--- src/hw/rtl/fpf_pkg.sv ---
// ----------------------------------------------------------------------------
// fpf_pkg
// Shared types and codes for the fast packet framer.
// ----------------------------------------------------------------------------
package fpf_pkg;

	localparam int FRAME_MAX   = 8;
	localparam int ID_W        = 29;
	localparam int QUEUE_DEPTH = 2;

	localparam logic [2:0] OP_START_SINGLE  = 3'd0;
	localparam logic [2:0] OP_START_FAST    = 3'd1;
	localparam logic [2:0] OP_PAYLOAD       = 3'd2;
	localparam logic [2:0] OP_FINISH_SINGLE = 3'd3;
	localparam logic [2:0] OP_FINISH_FAST   = 3'd4;

	localparam logic [1:0] ST_SENT       = 2'd0;
	localparam logic [1:0] ST_DROPPED    = 2'd1;
	localparam logic [1:0] ST_WRONG_MODE = 2'd2;

	typedef logic [FRAME_MAX-1:0][7:0] store_t;

	typedef struct packed {
		logic [ID_W-1:0]        out_id;
		logic [FRAME_MAX*8-1:0] frame_bytes;
		logic [3:0]             frame_length;
		logic [1:0]             status;
	} res_t;

	typedef struct packed {
		logic full;
		logic avail;
	} qstat_t;

endpackage

--- src/hw/rtl/fpf_front.sv ---
// ----------------------------------------------------------------------------
// fpf_front
// Accepts items, keeps the packet state and builds at most one result each.
// ----------------------------------------------------------------------------
module fpf_front import fpf_pkg::*; (
	input  logic            clk,
	input  logic            arst_n,
	input  logic            item_valid,
	output logic            item_stall,
	input  logic [2:0]      operation,
	input  logic [7:0]      payload_byte,
	input  logic [ID_W-1:0] frame_id,
	input  qstat_t          qstat,
	output logic            push,
	output res_t            push_data
);

	store_t          store_q, store_nx;
	logic [3:0]      count_q, count_nx;
	logic            fast_q, fast_nx;
	logic [2:0]      seq_q, seq_nx;
	logic [4:0]      idx_q, idx_nx;
	logic [ID_W-1:0] id_q, id_nx;
	logic            acc, emit;
	res_t            res;

	function automatic logic [FRAME_MAX*8-1:0] pack_frame(store_t s, logic [3:0] n);
		logic [FRAME_MAX*8-1:0] r;
		r = '0;
		for (int i = 0; i < FRAME_MAX; i++) begin
			if (4'(i) < n)
				r[i*8 +: 8] = s[i];
		end
		return r;
	endfunction

	assign item_stall = qstat.full;
	assign acc        = item_valid && !item_stall;

	always_comb begin
		store_nx = store_q;
		count_nx = count_q;
		fast_nx  = fast_q;
		seq_nx   = seq_q;
		idx_nx   = idx_q;
		id_nx    = id_q;
		emit     = 1'b0;
		res      = '{out_id: id_q, frame_bytes: '0, frame_length: 4'd0, status: ST_SENT};
		unique case (operation)
			OP_START_SINGLE: begin
				id_nx    = frame_id;
				count_nx = 4'd0;
				fast_nx  = 1'b0;
			end
			OP_START_FAST: begin
				id_nx       = frame_id;
				fast_nx     = 1'b1;
				seq_nx      = seq_q + 3'd1;
				store_nx[0] = {seq_q + 3'd1, 5'd0};
				store_nx[1] = payload_byte;
				idx_nx      = 5'd1;
				count_nx    = 4'd2;
			end
			OP_PAYLOAD: begin
				if (count_q < 4'(FRAME_MAX)) begin
					store_nx[count_q[2:0]] = payload_byte;
					count_nx = count_q + 4'd1;
					if (fast_q && count_q == 4'(FRAME_MAX - 1)) begin
						emit             = 1'b1;
						res.frame_bytes  = pack_frame(store_nx, 4'(FRAME_MAX));
						res.frame_length = 4'(FRAME_MAX);
						store_nx[0]      = {seq_q, idx_q};
						idx_nx           = idx_q + 5'd1;
						count_nx         = 4'd1;
					end
				end else begin
					emit       = 1'b1;
					res.status = ST_DROPPED;
				end
			end
			OP_FINISH_SINGLE: begin
				if (!fast_q) begin
					if (count_q != 4'd0) begin
						emit             = 1'b1;
						res.frame_bytes  = pack_frame(store_q, count_q);
						res.frame_length = count_q;
					end
				end else begin
					emit       = 1'b1;
					res.status = ST_WRONG_MODE;
				end
			end
			OP_FINISH_FAST: begin
				if (fast_q) begin
					if (count_q > 4'd1) begin
						emit             = 1'b1;
						res.frame_bytes  = pack_frame(store_q, count_q);
						res.frame_length = count_q;
					end
				end else begin
					emit       = 1'b1;
					res.status = ST_WRONG_MODE;
				end
			end
			default: begin
			end
		endcase
	end

	assign push      = acc && emit;
	assign push_data = res;

	always_ff @(posedge clk or negedge arst_n) begin
		if (!arst_n) begin
			count_q <= 4'd0;
			fast_q  <= 1'b0;
			seq_q   <= 3'd0;
			idx_q   <= 5'd0;
			id_q    <= '0;
		end else if (acc) begin
			count_q <= count_nx;
			fast_q  <= fast_nx;
			seq_q   <= seq_nx;
			idx_q   <= idx_nx;
			id_q    <= id_nx;
		end
	end

	always_ff @(posedge clk) begin
		if (acc)
			store_q <= store_nx;
	end

endmodule

--- src/hw/rtl/fpf_queue.sv ---
// ----------------------------------------------------------------------------
// fpf_queue
// Small result queue between the front and the back.
// ----------------------------------------------------------------------------
module fpf_queue import fpf_pkg::*; #(
	parameter int Depth = QUEUE_DEPTH
) (
	input  logic   clk,
	input  logic   arst_n,
	input  logic   push,
	input  res_t   push_data,
	input  logic   pop,
	output res_t   head,
	output qstat_t qstat
);

	localparam int AW = (Depth > 1) ? $clog2(Depth) : 1;
	localparam int CW = $clog2(Depth + 1);

	res_t          mem_q [Depth];
	logic [AW-1:0] wr_q, rd_q;
	logic [CW-1:0] cnt_q;
	logic          do_push, do_pop;

	assign qstat.full  = (cnt_q == CW'(Depth));
	assign qstat.avail = (cnt_q != '0);
	assign do_push     = push && !qstat.full;
	assign do_pop      = pop && qstat.avail;
	assign head        = mem_q[rd_q];

	always_ff @(posedge clk or negedge arst_n) begin
		if (!arst_n) begin
			wr_q  <= '0;
			rd_q  <= '0;
			cnt_q <= '0;
		end else begin
			if (do_push)
				wr_q <= (wr_q == AW'(Depth - 1)) ? '0 : wr_q + AW'(1);
			if (do_pop)
				rd_q <= (rd_q == AW'(Depth - 1)) ? '0 : rd_q + AW'(1);
			if (do_push && !do_pop)
				cnt_q <= cnt_q + CW'(1);
			else if (do_pop && !do_push)
				cnt_q <= cnt_q - CW'(1);
		end
	end

	always_ff @(posedge clk) begin
		if (do_push)
			mem_q[wr_q] <= push_data;
	end

endmodule

--- src/hw/rtl/fpf_back.sv ---
// ----------------------------------------------------------------------------
// fpf_back
// Output register: drains the queue onto the frame channel.
// ----------------------------------------------------------------------------
module fpf_back import fpf_pkg::*; (
	input  logic                   clk,
	input  logic                   arst_n,
	input  qstat_t                 qstat,
	input  res_t                   head,
	output logic                   pop,
	output logic                   frame_valid,
	input  logic                   frame_stall,
	output logic [ID_W-1:0]        out_id,
	output logic [FRAME_MAX*8-1:0] frame_bytes,
	output logic [3:0]             frame_length,
	output logic [1:0]             status
);

	logic valid_q;
	res_t res_q;

	assign pop = qstat.avail && (!valid_q || !frame_stall);

	always_ff @(posedge clk or negedge arst_n) begin
		if (!arst_n) begin
			valid_q <= 1'b0;
		end else if (pop) begin
			valid_q <= 1'b1;
		end else if (!frame_stall) begin
			valid_q <= 1'b0;
		end
	end

	always_ff @(posedge clk) begin
		if (pop)
			res_q <= head;
	end

	assign frame_valid  = valid_q;
	assign out_id       = res_q.out_id;
	assign frame_bytes  = res_q.frame_bytes;
	assign frame_length = res_q.frame_length;
	assign status       = res_q.status;

endmodule

--- src/hw/rtl/fast_packet_framer_core.sv ---
// ----------------------------------------------------------------------------
// fast_packet_framer_core
// Packs payload bytes into CAN frames, single or fast-packet framing.
// ----------------------------------------------------------------------------
// Channel | Signals                                        | Dir
// item    | item_valid, item_stall, operation,             | in
//         | payload_byte, frame_id                         |
// frame   | frame_valid, frame_stall, out_id, frame_bytes, | out
//         | frame_length, status                           |
//
// One item per cycle while item_stall is low; each item updates the packet
// state when taken. Results pass the result queue, then the output register.
// Reset clears packet state, queue and output valid; frame bytes are unset.
// item_stall rises only when the result queue is full, i.e. when frame_stall
// has held the output register for QueueDepth results.
// ----------------------------------------------------------------------------
module fast_packet_framer_core import fpf_pkg::*; #(
	parameter int QueueDepth = QUEUE_DEPTH
) (
	input  logic                   clk,
	input  logic                   arst_n,
	input  logic                   item_valid,
	output logic                   item_stall,
	input  logic [2:0]             operation,
	input  logic [7:0]             payload_byte,
	input  logic [ID_W-1:0]        frame_id,
	output logic                   frame_valid,
	input  logic                   frame_stall,
	output logic [ID_W-1:0]        out_id,
	output logic [FRAME_MAX*8-1:0] frame_bytes,
	output logic [3:0]             frame_length,
	output logic [1:0]             status
);

	qstat_t qstat;
	logic   push, pop;
	res_t   push_data, head;

	fpf_front u_front (
		.clk          (clk),
		.arst_n       (arst_n),
		.item_valid   (item_valid),
		.item_stall   (item_stall),
		.operation    (operation),
		.payload_byte (payload_byte),
		.frame_id     (frame_id),
		.qstat        (qstat),
		.push         (push),
		.push_data    (push_data)
	);

	fpf_queue #(.Depth(QueueDepth)) u_queue (
		.clk       (clk),
		.arst_n    (arst_n),
		.push      (push),
		.push_data (push_data),
		.pop       (pop),
		.head      (head),
		.qstat     (qstat)
	);

	fpf_back u_back (
		.clk          (clk),
		.arst_n       (arst_n),
		.qstat        (qstat),
		.head         (head),
		.pop          (pop),
		.frame_valid  (frame_valid),
		.frame_stall  (frame_stall),
		.out_id       (out_id),
		.frame_bytes  (frame_bytes),
		.frame_length (frame_length),
		.status       (status)
	);

endmodule

--- config.mk ---
export PLATFORM = sky130hd
export DESIGN_NAME = fast_packet_framer_core
export DESIGN_NICKNAME = d
export VERILOG_FILES = /design/src/hw/rtl/fpf_pkg.sv /design/src/hw/rtl/fpf_front.sv /design/src/hw/rtl/fpf_queue.sv /design/src/hw/rtl/fpf_back.sv /design/src/hw/rtl/fast_packet_framer_core.sv
export SDC_FILE = /design/constraint.sdc
export NUM_CORES = 1
export LEC_CHECK = 0
export BUFFER_PORTS_ARGS = -buffer_cell sky130_fd_sc_hd__buf_2
export CORE_MARGIN = 3
export CORE_UTILIZATION = 45
export CTS_CLUSTER_SIZE = 24
export DETAILED_ROUTE_END_ITERATION = 10
export GPL_TIMING_DRIVEN = 0
export PLACE_DENSITY_LB_ADDON = 0.25
export SETUP_SLACK_MARGIN = 0.4
export SYNTH_ARGS = -nofsm -noshare
export SYNTH_HDL_FRONTEND = slang
export SYNTH_HIERARCHICAL = 1
export SYNTH_SLANG_ARGS = --single-unit
--- constraint.sdc ---
create_clock -name clk -period 7.45 [get_ports clk]
set_input_delay 1.49 -clock clk [delete_from_list [all_inputs] [get_ports clk]]
set_output_delay 1.49 -clock clk [all_outputs]
set_load 0.03 [all_outputs]
==> out/metrics.yaml <==
outcome: "finished, final reports clean"
relSlewSlack_pct: 18.6
cp_top_family: "simple AND/OR/NAND/NOR gates"
synth_top_flop_cell: "edfxtp_1"
final.fill_count: 2869
grt_pass1_wl_um: 47700
portBuffers: 142
via_per_inst: 5.24
slew_violations: 0
path_buf_inv: 4
final-setup-viol-count: 0
place_ws_ns: 3.14
drive_gt1_share_pct: 40.1
vias: 8187
grt_start_max_net_pins: 56
synth_edf_count: 361
grt_overflow: 0
post-dp-hpwl_um: 20600
critPathMaxFanout: 55
gr-usage-all-layers_pct: 15.9
min_period_over_period_pct: 50.3
htreeDepth: 2
worstHoldPathType: "reg -> reg"
synthTopCellsByArea: "edfxtp_1, mux2_4, dfrtp_1, mux2_2, a22o_1"
rsz0062_at_grt: "false"
first_iter_violations: 600
syn_inst: 869
fmax_mhz: 267
cts_tree: "built"
cellPowerDensity_nw_per_um2: 371
path_cells: "buf_4 > or3b_1 > buf_2 > or3_1 > buf_6 > nand2_1 > o311a_1 > and3_4 > buf_16"
synth_top_cell_by_area: "edfxtp_1"
max_slew.worst_pin.slew_ns: 1.22
period_minus_slack_ns: 3.75
ys_async_sr_fraction_pct: 11.5
synth_top_area_share_pct: 66.1
fin_nets: 1117
cts_max_path_buffers: 3
timing.final.ws_setup_ns: 3.70
die_area_um2: 38800
hold_buffers: 0
cts_resized: 0
seq_area_um2: 12000
multi_input_area_um2: 4040
slowest_stage: "and3_4"
core_um2: 35700
final_hold_viol_count: 0
grt_pass1_vias: 8322
yosysUniqueCellTypes: 52
drc_errors: 0
diodes: 0
clock_latency_ns: 0.54
wire_per_inst_um: 20.1
post_cts_buffers: 0
die_w_um: 197
grt_antenna_before_repair: 2
final_area_um2: 19400
critPathMaxStageDelay_ns: 0.67
first_pass_iters: 5
ys_warn_count: 6
start_util_pct: 45.9
placed_cell_area_um2: 18000
gp_congestion: 0.832
wl_um: 31400
synth_nets: 918
cp.arrival_ns: 3.94
syn2layout_area_growth_pct: 18.2
final_util_pct: 54.3
cts_root_buffer: "clkbuf_16"
fin_skew_ns: 0.0144
holdWs_ns: 0.464
p_leak_nw: 7.28
design.portCount: 145
postRouteAntennaNets: 0
crit_required_ns: 7.65
die_h_um: 197
synth_area_um2: 16400
cts_made_buffers: 42
end_kind: "flop"
ys_seq_area_share_pct: 73.2
clk_pin_slew_ns: 0.06
ys_ff_latch: 408
synth.avg_cell_area_um2: 18.9
peakVddDrop_mv: 0.185
worst_setup_path_start_kind: "input pin"
cts.sinks: 408
worstSetupPathType: "in -> reg"
placementRows: 69
drv_cap: 0
[stage by stage]
stage / power, mW / setup TNS, ns / instances
2_1_floorplan: 4.64 / 0 / 869
3_3_place_gp: 5.12 / -35.67 / 1472
3_5_place_dp: 5.19 / 0 / 1485
4_1_cts: 7.30 / 0 / 1563
5_1_grt: 7.51 / 0 / 1563
6_report: 7.20 / 0 / 1563
[cell usage in the layout (no fill, tap or decap), types with 9 or more instances in the layout]
cell type,n
inv_1,10
clkbuf_1,30
buf_2,146
nand2_1,24
nand3_1,17
mux2_4,99
clkbuf_16,45
mux2_2,86
mux2i_1,9
dfrtp_1,47
o21ai_0,12
a22o_1,40
nor2_1,17
clkinv_2,10
edfxtp_1,361
buf_12,14
nor2b_1,12
[final timing paths]
kind,to,slack (ns),depth (start not counted),from
min in group asynchronous,u_front/id_q[18]$_DFFE_PN0P_,1.22,1,arst_n
worst max register to register,u_queue/mem_q[1][17]$_DFFE_PP_,4.25,10,u_front/count_q[0]$_DFFE_PN0P_
worst min register to register,u_queue/mem_q[0][93]$_DFFE_PP_,0.46,0,u_front/id_q[23]$_DFFE_PN0P_
worst min-delay path,u_queue/mem_q[0][93]$_DFFE_PP_,0.46,0,u_front/id_q[23]$_DFFE_PN0P_
max in group asynchronous,u_front/idx_q[4]$_DFFE_PN0P_,5.48,1,arst_n
worst max-delay path,u_queue/mem_q[1][17]$_DFFE_PP_,3.70,9,operation[1]
[registers in the layout, summed over array words and instances (netlist names)]
| name | flops |
|---|---|
| u_back/frame_bytes | 64 |
| u_queue/rd_q | 1 |
| u_back/frame_length | 4 |
| u_queue/mem_q | 198 |
| u_front/store_q | 64 |
| u_back/out_id | 29 |
| u_front/idx_q | 5 |
| u_back/status | 2 |
| u_queue/cnt_q | 2 |
| u_front/fast_q | 1 |
| u_back/frame_valid | 1 |
| u_queue/wr_q | 1 |
| u_front/id_q | 29 |
| u_front/seq_q | 3 |
| u_front/count_q | 4 |
[area by class of cell]
class	count	area share, %
Timing Repair Buffer	155	5.04
Inverter	10	0.194
Clock inverter	18	0.858
Buffer	39	1.77
Sequential cell	408	62.0
Clock buffer	60	6.36
Tap cell	461	2.97
Multi-Input combinational cell	412	20.8
[worst register-to-register path, cell delays in order, from the launching register on]
cell and delay [ns]:
dfrtp_1 0.34, buf_2 0.20, inv_1 0.16, ha_1 0.26, or3b_2 0.19, clkbuf_1 0.29
nand2_1 0.10, nand2_1 0.07, o311a_1 0.17, and3_4 0.67, buf_16 0.37
[cells in the mapped netlist, drive strengths merged, types with 10 or more instances]
master,number
dfrtp,47
o21ai,13
nor2,18
nor2b,12
edfxtp,361
a22o,40
buf,19
inv,10
nand2,25
mux2,185
nand3,17
clkbuf,20
[power by group]
group | switching (mW) | total (mW) | internal, mW | leakage, nW
Sequential | 0.148 | 3.17 | 3.02 | 3.94
Clock | 0.831 | 2.09 | 1.26 | 0.689
Combinational | 1.14 | 1.95 | 0.813 | 2.65
[kinds of logic (layout without fill, tap and decap cells)]
| logic type | count (synthesis) | after routing | synth area share, % |
|---|---|---|---|
| DFF | 408 | 408 | 73.2 |
| muxes | 194 | 194 | 15.5 |
| and+or+nand+nor | 116 | 116 | 3.94 |
| AOI/OAI and AO/OA | 90 | 90 | 4.24 |
| buffers and inverters | 49 | 282 | 2.33 |
| xor gates and xnor gates | 7 | 7 | 0.374 |
| adders and majority gates | 5 | 5 | 0.381 |
[metal layers]
metal	vias up	routed length [um]	share of wire [%]	global-route usage [%]
met2	209	15500	49	26.8
met1	4123	13300	42	20.8
li1	3799	-	-	-
met3	52	1870	6.0	3.69
met5	-	27	0.086	0
met4	4	713	2.3	4.91
No activity file was read; power rests on OpenSTA's default activity.
